$ cat config.mk
export PLATFORM = sky130hd
export DESIGN_NAME = geiger_adaptive_ewma_dose_rate_top
export DESIGN_NICKNAME = d
export VERILOG_FILES = /design/src/rtl/gewma_pkg.sv /design/src/rtl/gewma_front.sv /design/src/rtl/gewma_fifo.sv /design/src/rtl/gewma_back.sv /design/src/rtl/geiger_adaptive_ewma_dose_rate_top.sv
export SDC_FILE = /design/constraint.sdc
export NUM_CORES = 2
export LEC_CHECK = 0
export ABC_AREA = 1
export BUFFER_PORTS_ARGS = -buffer_cell sky130_fd_sc_hd__buf_2
export CAP_MARGIN = 0
export CORE_MARGIN = 2
export CORE_UTILIZATION = 50
export CTS_BUF_LIST = sky130_fd_sc_hd__clkbuf_8
export DETAILED_ROUTE_END_ITERATION = 10
export GPL_ROUTABILITY_DRIVEN = 0
export PLACE_DENSITY = 0.67
export SLEW_MARGIN = 30
export SYNTH_ARGS = -nofsm -noshare
export SYNTH_HDL_FRONTEND = slang
export SYNTH_HIERARCHICAL = 1
export SYNTH_SLANG_ARGS = --single-unit
$ cat constraint.sdc
create_clock -name clk -period 8.39 [get_ports clk]
set_input_delay 0.839 -clock clk [delete_from_list [all_inputs] [get_ports clk]]
set_output_delay 0.839 -clock clk [all_outputs]
set_load 0.02 [all_outputs]
$ cat src/rtl/gewma_pkg.sv
`timescale 1ns / 1ps
// gewma_pkg: shared widths, constants, register codes and types for the
// adaptive ewma dose-rate filter; no dependencies

package gewma_pkg;

  // field widths
  localparam int AVG_W      = 32;
  localparam int SAMPLE_W   = 16;
  localparam int ALPHA_W    = 17;
  localparam int BOOST_W    = 10;
  localparam int SENS_W     = 24;
  localparam int CFG_IDX_W  = 3;
  localparam int CFG_DATA_W = 24;

  // arithmetic constants
  localparam logic [ALPHA_W-1:0] ALPHA_ONE  = 17'd65536;
  localparam logic [BOOST_W-1:0] BOOST_MAX  = 10'd600;
  // 60 seconds per minute times 256 for the q16.8 sensitivity
  localparam logic [13:0]        DOSE_SCALE = 14'd15360;
  localparam int                 PROD_W     = AVG_W + 14;
  localparam int                 DVD_W      = PROD_W + 1;
  localparam int                 DIV_CNT_W  = 6;
  localparam logic [DIV_CNT_W-1:0] DIV_LAST = 6'(DVD_W - 1);

  // register reset values
  localparam logic [SAMPLE_W-1:0] RST_RATE_THR   = 16'd100;
  localparam logic [SAMPLE_W-1:0] RST_JUMP_THR   = 16'd10;
  localparam logic [ALPHA_W-1:0]  RST_SLOW_ALPHA = 17'd1966;
  localparam logic [ALPHA_W-1:0]  RST_FAST_ALPHA = 17'd22938;
  localparam logic [BOOST_W-1:0]  RST_BOOST_LEN  = 10'd20;

  // configuration register indexes
  typedef enum logic [CFG_IDX_W-1:0] {
    REG_RATE_THR   = 3'd0,
    REG_JUMP_THR   = 3'd1,
    REG_SLOW_ALPHA = 3'd2,
    REG_FAST_ALPHA = 3'd3,
    REG_BOOST_LEN  = 3'd4,
    REG_SENS       = 3'd5
  } cfg_reg_t;

  // input action codes
  localparam logic ACT_UPDATE = 1'b0;
  localparam logic ACT_CLEAR  = 1'b1;

  // filter settings seen by the front part
  typedef struct packed {
    logic [SAMPLE_W-1:0] rate_thr;
    logic [SAMPLE_W-1:0] jump_thr;
    logic [ALPHA_W-1:0]  slow_alpha;
    logic [ALPHA_W-1:0]  fast_alpha;
    logic [BOOST_W-1:0]  boost_len;
  } filt_cfg_t;

  // one queued job between front and back
  typedef struct packed {
    logic [AVG_W-1:0]   average;
    logic               fast;
    logic [BOOST_W-1:0] boost;
  } dose_job_t;

endpackage

$ cat src/rtl/gewma_front.sv
`timescale 1ns / 1ps
// gewma_front: accepts items, keeps the filter state and updates the average
// depends on gewma_pkg
module gewma_front import gewma_pkg::*; (
  input  logic                clk,
  input  logic                rst_n,
  input  logic                in_push,
  output logic                in_full,
  input  logic                in_action,
  input  logic [SAMPLE_W-1:0] in_count_rate,
  input  filt_cfg_t           cfg,
  output logic                q_push,
  input  logic                q_full,
  output dose_job_t           q_data
);

  typedef enum logic [4:0] {
    F_IDLE = 5'b00001,
    F_MULA = 5'b00010,
    F_MULB = 5'b00100,
    F_SUM  = 5'b01000,
    F_PUSH = 5'b10000
  } front_state_t;

  front_state_t        state_r, state_nxt;
  logic [AVG_W-1:0]    avg_r;
  logic [SAMPLE_W-1:0] prev_r;
  logic [BOOST_W-1:0]  cd_r;
  logic                primed_r;
  logic [SAMPLE_W-1:0] x_r;
  logic [ALPHA_W-1:0]  alpha_r;
  logic                fast_r;
  logic [48:0]         p1_r;
  logic [32:0]         p2_r;
  dose_job_t           job_r;

  logic                accept;
  logic [SAMPLE_W-1:0] diff;
  logic [BOOST_W-1:0]  blen_sat;
  logic [BOOST_W-1:0]  cd_load;
  logic                above_rate;
  logic                use_fast;
  logic [ALPHA_W-1:0]  alpha_sel;
  logic [ALPHA_W-1:0]  alpha_clamp;
  logic [49:0]         sum;

  assign accept = in_push && (state_r == F_IDLE);
  assign in_full = (state_r != F_IDLE);

  // classify the sample: jump, boost and weight choice
  always_comb begin
    diff       = (in_count_rate > prev_r) ? in_count_rate - prev_r : prev_r - in_count_rate;
    blen_sat   = (cfg.boost_len > BOOST_MAX) ? BOOST_MAX : cfg.boost_len;
    cd_load    = (diff > cfg.jump_thr) ? blen_sat : cd_r;
    above_rate = in_count_rate > cfg.rate_thr;
    use_fast   = (cd_load != '0) || above_rate;
    alpha_sel  = use_fast ? cfg.fast_alpha : cfg.slow_alpha;
    alpha_clamp = (alpha_sel > ALPHA_ONE) ? ALPHA_ONE : alpha_sel;
  end

  // blend of the two products with rounding
  assign sum = {1'b0, p1_r} + {1'b0, p2_r, 16'b0} + 50'd32768;

  // sequencer
  always_comb begin
    state_nxt = state_r;
    unique case (state_r)
      F_IDLE: begin
        if (accept) begin
          if (in_action == ACT_CLEAR || !primed_r) state_nxt = F_PUSH;
          else state_nxt = F_MULA;
        end
      end
      F_MULA: state_nxt = F_MULB;
      F_MULB: state_nxt = F_SUM;
      F_SUM:  state_nxt = F_PUSH;
      F_PUSH: begin
        if (!q_full) state_nxt = F_IDLE;
      end
      default: state_nxt = F_IDLE;
    endcase
  end

  // filter state
  always_ff @(posedge clk) begin
    if (!rst_n) begin
      state_r  <= F_IDLE;
      avg_r    <= '0;
      prev_r   <= '0;
      cd_r     <= '0;
      primed_r <= 1'b0;
    end else begin
      state_r <= state_nxt;
      if (accept) begin
        if (in_action == ACT_CLEAR) begin
          avg_r    <= '0;
          prev_r   <= '0;
          cd_r     <= '0;
          primed_r <= 1'b0;
        end else if (!primed_r) begin
          avg_r    <= {in_count_rate, 16'b0};
          prev_r   <= in_count_rate;
          primed_r <= 1'b1;
        end else begin
          prev_r <= in_count_rate;
          cd_r   <= (cd_load != '0) ? cd_load - 10'd1 : cd_load;
        end
      end
      if (state_r == F_SUM) avg_r <= sum[47:16];
    end
  end

  // datapath registers
  always_ff @(posedge clk) begin
    if (accept) begin
      x_r     <= in_count_rate;
      alpha_r <= alpha_clamp;
      fast_r  <= use_fast;
      if (in_action == ACT_CLEAR) begin
        job_r <= '0;
      end else begin
        job_r.average <= {in_count_rate, 16'b0};
        job_r.fast    <= above_rate;
        job_r.boost   <= cd_r;
      end
    end
    if (state_r == F_MULA) p1_r <= avg_r * (ALPHA_ONE - alpha_r);
    if (state_r == F_MULB) p2_r <= x_r * alpha_r;
    if (state_r == F_SUM) begin
      job_r.average <= sum[47:16];
      job_r.fast    <= fast_r;
      job_r.boost   <= cd_r;
    end
  end

  assign q_push = (state_r == F_PUSH) && !q_full;
  assign q_data = job_r;

`ifndef ASSERT_OFF
  a_boost_bound: assert property (@(posedge clk) disable iff (!rst_n) cd_r <= BOOST_MAX)
    else $error("boost countdown above its maximum");
  a_busy_after_accept: assert property (@(posedge clk) disable iff (!rst_n)
    accept |=> in_full)
    else $error("front took no time for an accepted item");
`endif

endmodule

$ cat src/rtl/gewma_fifo.sv
`timescale 1ns / 1ps
// gewma_fifo: short job queue between the filter front and the dose back
// depends on gewma_pkg
module gewma_fifo import gewma_pkg::*; #(
  parameter int DEPTH = 2
) (
  input  logic      clk,
  input  logic      rst_n,
  input  logic      push,
  output logic      full,
  input  dose_job_t data_in,
  input  logic      pop,
  output logic      empty,
  output dose_job_t data_out
);

  localparam int PTR_W = (DEPTH > 1) ? $clog2(DEPTH) : 1;
  localparam int CNT_W = $clog2(DEPTH + 1);
  localparam logic [PTR_W-1:0] PTR_LAST = PTR_W'(DEPTH - 1);
  localparam logic [CNT_W-1:0] CNT_FULL = CNT_W'(DEPTH);

  dose_job_t        mem_r [DEPTH];
  logic [PTR_W-1:0] wr_ptr_r;
  logic [PTR_W-1:0] rd_ptr_r;
  logic [CNT_W-1:0] cnt_r;
  logic             do_push;
  logic             do_pop;

  assign full     = (cnt_r == CNT_FULL);
  assign empty    = (cnt_r == '0);
  assign do_push  = push && !full;
  assign do_pop   = pop && !empty;
  assign data_out = mem_r[rd_ptr_r];

  // pointers and fill count
  always_ff @(posedge clk) begin
    if (!rst_n) begin
      wr_ptr_r <= '0;
      rd_ptr_r <= '0;
      cnt_r    <= '0;
    end else begin
      if (do_push) wr_ptr_r <= (wr_ptr_r == PTR_LAST) ? '0 : wr_ptr_r + 1'b1;
      if (do_pop)  rd_ptr_r <= (rd_ptr_r == PTR_LAST) ? '0 : rd_ptr_r + 1'b1;
      if (do_push && !do_pop) cnt_r <= cnt_r + 1'b1;
      else if (do_pop && !do_push) cnt_r <= cnt_r - 1'b1;
    end
  end

  // storage
  always_ff @(posedge clk) begin
    if (do_push) mem_r[wr_ptr_r] <= data_in;
  end

`ifndef ASSERT_OFF
  a_count_bound: assert property (@(posedge clk) disable iff (!rst_n) cnt_r <= CNT_FULL)
    else $error("queue fill count beyond depth");
`endif

endmodule

$ cat src/rtl/gewma_back.sv
`timescale 1ns / 1ps
// gewma_back: turns queued averages into dose rates with a bit-serial divider
// and holds the result in an output register; depends on gewma_pkg
module gewma_back import gewma_pkg::*; (
  input  logic               clk,
  input  logic               rst_n,
  input  logic [SENS_W-1:0]  sens,
  output logic               q_pop,
  input  logic               q_empty,
  input  dose_job_t          q_data,
  output logic               out_empty,
  input  logic               out_pop,
  output logic [AVG_W-1:0]   out_average_rate,
  output logic [AVG_W-1:0]   out_dose_level,
  output logic               out_fast_mode,
  output logic [BOOST_W-1:0] out_boost_left
);

  typedef enum logic [4:0] {
    B_IDLE = 5'b00001,
    B_MUL  = 5'b00010,
    B_LOAD = 5'b00100,
    B_DIV  = 5'b01000,
    B_DONE = 5'b10000
  } back_state_t;

  back_state_t            state_r, state_nxt;
  dose_job_t              job_r;
  logic [PROD_W-1:0]      prod_r;
  logic [DVD_W-1:0]       dvd_r;
  logic [SENS_W-1:0]      rem_r;
  logic [DIV_CNT_W-1:0]   cnt_r;
  logic                   out_valid_r;
  logic [AVG_W-1:0]       avg_out_r;
  logic [AVG_W-1:0]       dose_out_r;
  logic                   fast_out_r;
  logic [BOOST_W-1:0]     boost_out_r;

  logic                   out_load;
  logic [SENS_W:0]        trial;
  logic                   ge;
  logic [SENS_W:0]        trial_sub;
  logic [AVG_W-1:0]       dose_sat;

  assign q_pop    = (state_r == B_IDLE) && !q_empty;
  assign out_load = (state_r == B_DONE) && (!out_valid_r || out_pop);

  // one quotient bit per cycle
  assign trial     = {rem_r, dvd_r[DVD_W-1]};
  assign ge        = trial >= {1'b0, sens};
  assign trial_sub = trial - {1'b0, sens};
  assign dose_sat  = (|dvd_r[DVD_W-1:AVG_W]) ? '1 : dvd_r[AVG_W-1:0];

  // sequencer
  always_comb begin
    state_nxt = state_r;
    unique case (state_r)
      B_IDLE: begin
        if (q_pop) state_nxt = (sens == '0) ? B_DONE : B_MUL;
      end
      B_MUL:  state_nxt = B_LOAD;
      B_LOAD: state_nxt = B_DIV;
      B_DIV: begin
        if (cnt_r == '0) state_nxt = B_DONE;
      end
      B_DONE: begin
        if (out_load) state_nxt = B_IDLE;
      end
      default: state_nxt = B_IDLE;
    endcase
  end

  // control state
  always_ff @(posedge clk) begin
    if (!rst_n) begin
      state_r     <= B_IDLE;
      out_valid_r <= 1'b0;
    end else begin
      state_r <= state_nxt;
      if (out_load) out_valid_r <= 1'b1;
      else if (out_pop) out_valid_r <= 1'b0;
    end
  end

  // divider datapath and output register
  always_ff @(posedge clk) begin
    unique case (state_r)
      B_IDLE: begin
        if (q_pop) begin
          job_r <= q_data;
          dvd_r <= '0;
        end
      end
      B_MUL: prod_r <= job_r.average * DOSE_SCALE;
      B_LOAD: begin
        dvd_r <= {1'b0, prod_r} + DVD_W'(sens >> 1);
        rem_r <= '0;
        cnt_r <= DIV_LAST;
      end
      B_DIV: begin
        rem_r <= ge ? trial_sub[SENS_W-1:0] : trial[SENS_W-1:0];
        dvd_r <= {dvd_r[DVD_W-2:0], ge};
        cnt_r <= cnt_r - 1'b1;
      end
      B_DONE: begin
        if (out_load) begin
          avg_out_r   <= job_r.average;
          dose_out_r  <= dose_sat;
          fast_out_r  <= job_r.fast;
          boost_out_r <= job_r.boost;
        end
      end
      default: ;
    endcase
  end

  assign out_empty        = !out_valid_r;
  assign out_average_rate = avg_out_r;
  assign out_dose_level   = dose_out_r;
  assign out_fast_mode    = fast_out_r;
  assign out_boost_left   = boost_out_r;

`ifndef ASSERT_OFF
  a_div_count: assert property (@(posedge clk) disable iff (!rst_n)
    (state_r == B_DIV) |-> (cnt_r <= DIV_LAST))
    else $error("divider step count out of range");
  a_result_held: assert property (@(posedge clk) disable iff (!rst_n)
    (out_valid_r && !out_pop) |=> out_valid_r)
    else $error("result dropped before it was taken");
`endif

endmodule

$ cat src/rtl/geiger_adaptive_ewma_dose_rate_top.sv
`timescale 1ns / 1ps
// geiger_adaptive_ewma_dose_rate_top: configuration registers and the
// front / queue / back split; depends on gewma_pkg and the gewma_* modules
//
//   channel  | handshake          | payload
//   ---------+--------------------+------------------------------------------
//   input    | in_push, in_full   | in_action, in_count_rate
//   result   | out_pop, out_empty | out_average_rate, out_dose_level,
//            |                    | out_fast_mode, out_boost_left
//   config   | cfg_we             | cfg_index, cfg_data
//
// the front takes a new item only after the last one is queued (a filter
// update uses a 32x17 and a 16x17 multiply in turn); the back is bound
// by the one-bit-per-cycle dose divider (47 steps), which sets the
// sustained rate; only zero sensitivity skips the divider
// reset is synchronous, active low; no clearing pass; the queue and output
// register let either side stall briefly; a full queue holds the front
module geiger_adaptive_ewma_dose_rate_top import gewma_pkg::*; #(
  parameter int DEFAULT_SENSITIVITY = 38400,
  parameter int QUEUE_DEPTH         = 2
) (
  input  logic                  clk,
  input  logic                  rst_n,
  input  logic                  in_push,
  output logic                  in_full,
  input  logic                  in_action,
  input  logic [SAMPLE_W-1:0]   in_count_rate,
  output logic                  out_empty,
  input  logic                  out_pop,
  output logic [AVG_W-1:0]      out_average_rate,
  output logic [AVG_W-1:0]      out_dose_level,
  output logic                  out_fast_mode,
  output logic [BOOST_W-1:0]    out_boost_left,
  input  logic                  cfg_we,
  input  logic [CFG_IDX_W-1:0]  cfg_index,
  input  logic [CFG_DATA_W-1:0] cfg_data
);

  filt_cfg_t          cfg_r;
  logic [SENS_W-1:0]  sens_r;
  logic               q_push;
  logic               q_full;
  logic               q_pop;
  logic               q_empty;
  dose_job_t          q_wdata;
  dose_job_t          q_rdata;

  // configuration registers
  always_ff @(posedge clk) begin
    if (!rst_n) begin
      cfg_r.rate_thr   <= RST_RATE_THR;
      cfg_r.jump_thr   <= RST_JUMP_THR;
      cfg_r.slow_alpha <= RST_SLOW_ALPHA;
      cfg_r.fast_alpha <= RST_FAST_ALPHA;
      cfg_r.boost_len  <= RST_BOOST_LEN;
      sens_r           <= SENS_W'(DEFAULT_SENSITIVITY);
    end else if (cfg_we) begin
      unique case (cfg_reg_t'(cfg_index))
        REG_RATE_THR:   cfg_r.rate_thr   <= cfg_data[SAMPLE_W-1:0];
        REG_JUMP_THR:   cfg_r.jump_thr   <= cfg_data[SAMPLE_W-1:0];
        REG_SLOW_ALPHA: cfg_r.slow_alpha <= cfg_data[ALPHA_W-1:0];
        REG_FAST_ALPHA: cfg_r.fast_alpha <= cfg_data[ALPHA_W-1:0];
        REG_BOOST_LEN:  cfg_r.boost_len  <= cfg_data[BOOST_W-1:0];
        REG_SENS:       sens_r           <= cfg_data[SENS_W-1:0];
        default: ;
      endcase
    end
  end

  // filter front
  gewma_front u_front (
    .clk           (clk),
    .rst_n         (rst_n),
    .in_push       (in_push),
    .in_full       (in_full),
    .in_action     (in_action),
    .in_count_rate (in_count_rate),
    .cfg           (cfg_r),
    .q_push        (q_push),
    .q_full        (q_full),
    .q_data        (q_wdata)
  );

  // job queue
  gewma_fifo #(
    .DEPTH (QUEUE_DEPTH)
  ) u_fifo (
    .clk      (clk),
    .rst_n    (rst_n),
    .push     (q_push),
    .full     (q_full),
    .data_in  (q_wdata),
    .pop      (q_pop),
    .empty    (q_empty),
    .data_out (q_rdata)
  );

  // dose back
  gewma_back u_back (
    .clk              (clk),
    .rst_n            (rst_n),
    .sens             (sens_r),
    .q_pop            (q_pop),
    .q_empty          (q_empty),
    .q_data           (q_rdata),
    .out_empty        (out_empty),
    .out_pop          (out_pop),
    .out_average_rate (out_average_rate),
    .out_dose_level   (out_dose_level),
    .out_fast_mode    (out_fast_mode),
    .out_boost_left   (out_boost_left)
  );

endmodule

==> flow_summary_export.csv <==
group,metric,value,unit
run_status,failed_checks,"DRC",
synth,syn-mean-instance-area,8.34,um2
worst_hold_path,min_path_cells,3,
routing,final_antenna_net_count,0,
synth,synth_fp_nets,8718,
worst_setup_path,cp.required,8.90,ns
cts,cts.hold.buffers_added,0,
synth,number_of_register_bits_inferred_by_synthesis,634,
timing,setup_violators_final,0,
cts,cts_setup_buffers,0,
final_layout,fill_cells,11500,
synth,synthesis.instances,7503,
timing,grt_setup_unrepaired,"no",
worst_setup_path,timing.setup.critical_path_class,"reg -> reg",
floorplanning,io_pins,126,
timing,worst_clock_skew,0.0573,ns
worst_setup_path,reg2reg_from,"u_front/alpha_r[1]",
cts,cts.clk_slew.worst_paths,0.06,ns
floorplanning,core.rowCount,129,
routing,via_per_inst,5.30,
routing,drt_iter0_drc,4217,
run_status,outcome,"finished with violations",
timing,finalCriticalPeriod,7.95,ns
floorplanning,design.core.area,124000,um2
timing,finalCritPeriodShare,94.7,%
timing,worst_slew_margin_relative_to_its_limit,26.2,%
routing,route.detailed.drc,1,
routing,detail_route.wl_per_cell,18.0,um
worst_setup_path,critical_path.reg2reg.endpoint,"u_front/p1_r[43]",
synth,ys_types,70,
synth,syn_area,62600,um2
synth,synth_async_sr_flop_share,0,%
floorplanning,floorplan.initialDensity,50.5,%
flow_run,drv_cap,0,
routing,routed-via-count,49300,
synth,netlist_top_cells_count,"nand2_1 (1729), inv_1 (1655), fa_1 (751), nor2_1 (675), edfxtp_1 (459)",
synth,synth_edf_count,459,
cts,cts_num_sinks,634,
final_layout,drive_gt1_share,7.12,%
synth,synth.top_cells.by_area,"fa_1 (24%), edfxtp_1 (22%), nand2_1 (10%)",
floorplanning,chipHeight,358,um
worst_setup_path,worst-r2r-setup-slack,0.44,ns
synth,synth-seq-area-share,27.6,%
global_routing,total_gr_overflow,0,
pwr,cellPowerDensity,315,nW/um2
timing,number_of_slew_limit_violations_in_the_final_report,0,
worst_hold_path,worstHoldPathType,"in -> reg",
cts,max-clock-path-buffers,3,
floorplanning,floorplan.die_area,128000,um2
timing,report.final.hold_viol_count,0,
global_routing,overall_global_routing_resource_usage,26.7,%
timing,timing.fmax,0.126,GHz
placement,post-dp-hpwl,135,mm
worst_setup_path,timing.critical_path.from_type,"flop",
global_routing,grt_start_max_net_pins,102,
placement,port_buffers,125,
cts,ctsHtreeMaxLevel,3,
synth,synth.most_common_cell,"nand2_1",
cts,worstSkewPairLatency,0.80,ns
synth,yosys_warnings,6,
final_layout,nets,8788,
synth,synth_flop_cell,"edfxtp_1",
worst_setup_path,largest_stage_delay_on_the_critical_path,0.57,ns
worst_hold_path,whs_endpoint,"sens_r[15]",
worst_setup_path,setup.worst_path.end_class,"flop",
worst_setup_path,cp_data_arrival_time,8.46,ns
worst_setup_path,worst_path_max_delay_cell,"fa_1",
worst_setup_path,critical_path_start,"u_front/alpha_r[1]",
timing,final.setup.tns,0,ns
worst_setup_path,cp_max_fo,18,
pwr,peakVddDrop,927,uV
timing,worstMarginPinSlew,1.10,ns
cts,tritoncts.num_buffers,107,
global_routing,number_of_antenna_violations_at_the_first_check_in_global_routing,11,
cts,cts_tree,"built",
placement,pre_cts_ws,0.555,ns
routing,routed_wl,168,mm
pwr,p_leak,0.0333,uW
worst_hold_path,min-delay-start,"cfg_data[15]",
worst_setup_path,ff2ff_path_depth,32,
cts,clockRootBuffer,"clkbuf_8",
global_routing,grt_pass1_wl,268,mm
global_routing,first_global_vias,50400,
routing,detailedRoute.firstPassIterationCount,9,
timing,worst_slack,0.444,ns
synth,synth.largest_area_cell,"fa_1",
cts,cts.repair.resized,0,
synth,synth_top_area_share,24.0,%
final_layout,area_growth_syn_to_layout,7.33,%
floorplanning,die_width,358,um
==> critical path, delay by kind of cell (launching register included) <==
kind / cells / cell delay [ns]
AO/OA/AOI/OAI: 6 / 1.38
XOR/XNOR: 1 / 0.11
adder cells (fa/ha/maj): 8 / 3.58
buffers and inverters: 7 / 0.87
flip-flops: 1 / 0.39
AND/OR/NAND/NOR: 10 / 1.37
==> report_power, final <==
group | total [uW] | internal, uW | switching, uW
logic | 13600 | 5090 | 8550
clock network | 2940 | 1570 | 1370
registers | 4570 | 4360 | 217
==> worst max path at each step <==
stage / to / slack, ns / depth (start not counted)
floorplan: u_front/p1_r[41] / 1.27 / 37
global route: u_front/p1_r[43] / 0.03 / 32
finish: u_front/p1_r[43] / 0.44 / 32
CTS: u_front/p1_r[41] / 0.52 / 34
global placement: u_front/p1_r[43] / 0.72 / 33
detailed placement: u_front/p1_r[41] / 0.55 / 34
==> kinds of logic (layout without fill, tap and decap cells) <==
logic type / Yosys count / after routing / share of synthesized area, %
muxes: 50 / 50 / 1.13
and+or+nand+nor: 2904 / 2904 / 19.0
other: 0 / 3 / 0
DFF: 634 / 634 / 27.6
buffers and inverters: 1918 / 2082 / 11.8
adders and majority gates: 1166 / 1166 / 32.3
xor gates and xnor gates: 119 / 119 / 1.67
AOI/OAI and AO/OA: 712 / 712 / 6.39
==> state kept, by name, indices dropped and copies added (netlist names), 6 cells and up, named ones only <==
register / cells
cfg_r: 76
sens_r: 24
u_back/cnt_r: 6
u_back/dvd_r: 47
u_back/job_r: 43
u_back/out_average_rate: 32
u_back/out_boost_left: 10
u_back/out_dose_level: 32
u_back/prod_r: 36
u_back/rem_r: 24
u_fifo/mem_r: 86
u_front/alpha_r: 17
u_front/avg_r: 32
u_front/cd_r: 10
u_front/p1_r: 33
u_front/p2_r: 32
u_front/prev_r: 16
u_front/q_data: 43
u_front/x_r: 16
==> cell usage in the layout (no fill, tap or decap), types with 12 or more instances in the layout <==
cell and count:
clkbuf_8 125, clkinv_2 20, xnor2_1 43, mux2_4 40, o21ai_1 13, nand2_1 1728
o22ai_1 17, nor2_2 32, nor3_1 31, nand3b_1 14, nand4_1 61, clkinv_1 13
a21boi_0 12, a21oi_1 325, edfxtp_1 459, inv_1 1689, dfxtp_1 172, ha_1 415
a21o_1 16, buf_4 77, nand2_2 41, a31oi_1 26, o21ai_0 197, a211oi_1 21
buf_2 124, nor4_1 15, nor2_1 670, xor2_1 76, o21a_1 26, nand3_1 276
fa_1 751, o211ai_1 16
==> metal layers <==
layer / GRT usage, % / routed length (um)
met1: 33.7 / 67200
met2: 45.4 / 79800
met3: 3.95 / 12200
met4: 12.2 / 8410
met5: 0 / 52
==> per-stage QoR <==
| step | std cells | instance area (um2) | power [uW] | hold WS (ns) | util (%) |
|---|---|---|---|---|---|
| 2_1_floorplan | 7503 | 62600 | 14700 | 0.400 | - |
| 3_3_place_gp | 9097 | 64800 | 18100 | 0.403 | 52.2 |
| 3_5_place_dp | 9100 | 64800 | 18300 | 0.405 | 52.3 |
| 4_1_cts | 9303 | 67100 | 21300 | 0.239 | 54.1 |
| 5_1_grt | 9307 | 67200 | 23400 | 0.275 | 54.2 |
| 6_report | 9307 | 67200 | 21200 | 0.309 | 54.2 |
==> final cells by class <==
cell class / count / area, um2 / share of cell area, %
multi-input cells: 4951 / 38000 / 56.5
flip-flops and latches: 634 / 17300 / 25.7
inverters: 1672 / 6280 / 9.35
well taps: 1637 / 2050 / 3.05
clock buffers: 125 / 1720 / 2.56
repair buffers: 207 / 1270 / 1.89
clock inverters: 78 / 579 / 0.863
diodes: 3 / 7.51 / 0.0112
(Power assumes the default switching activity.)
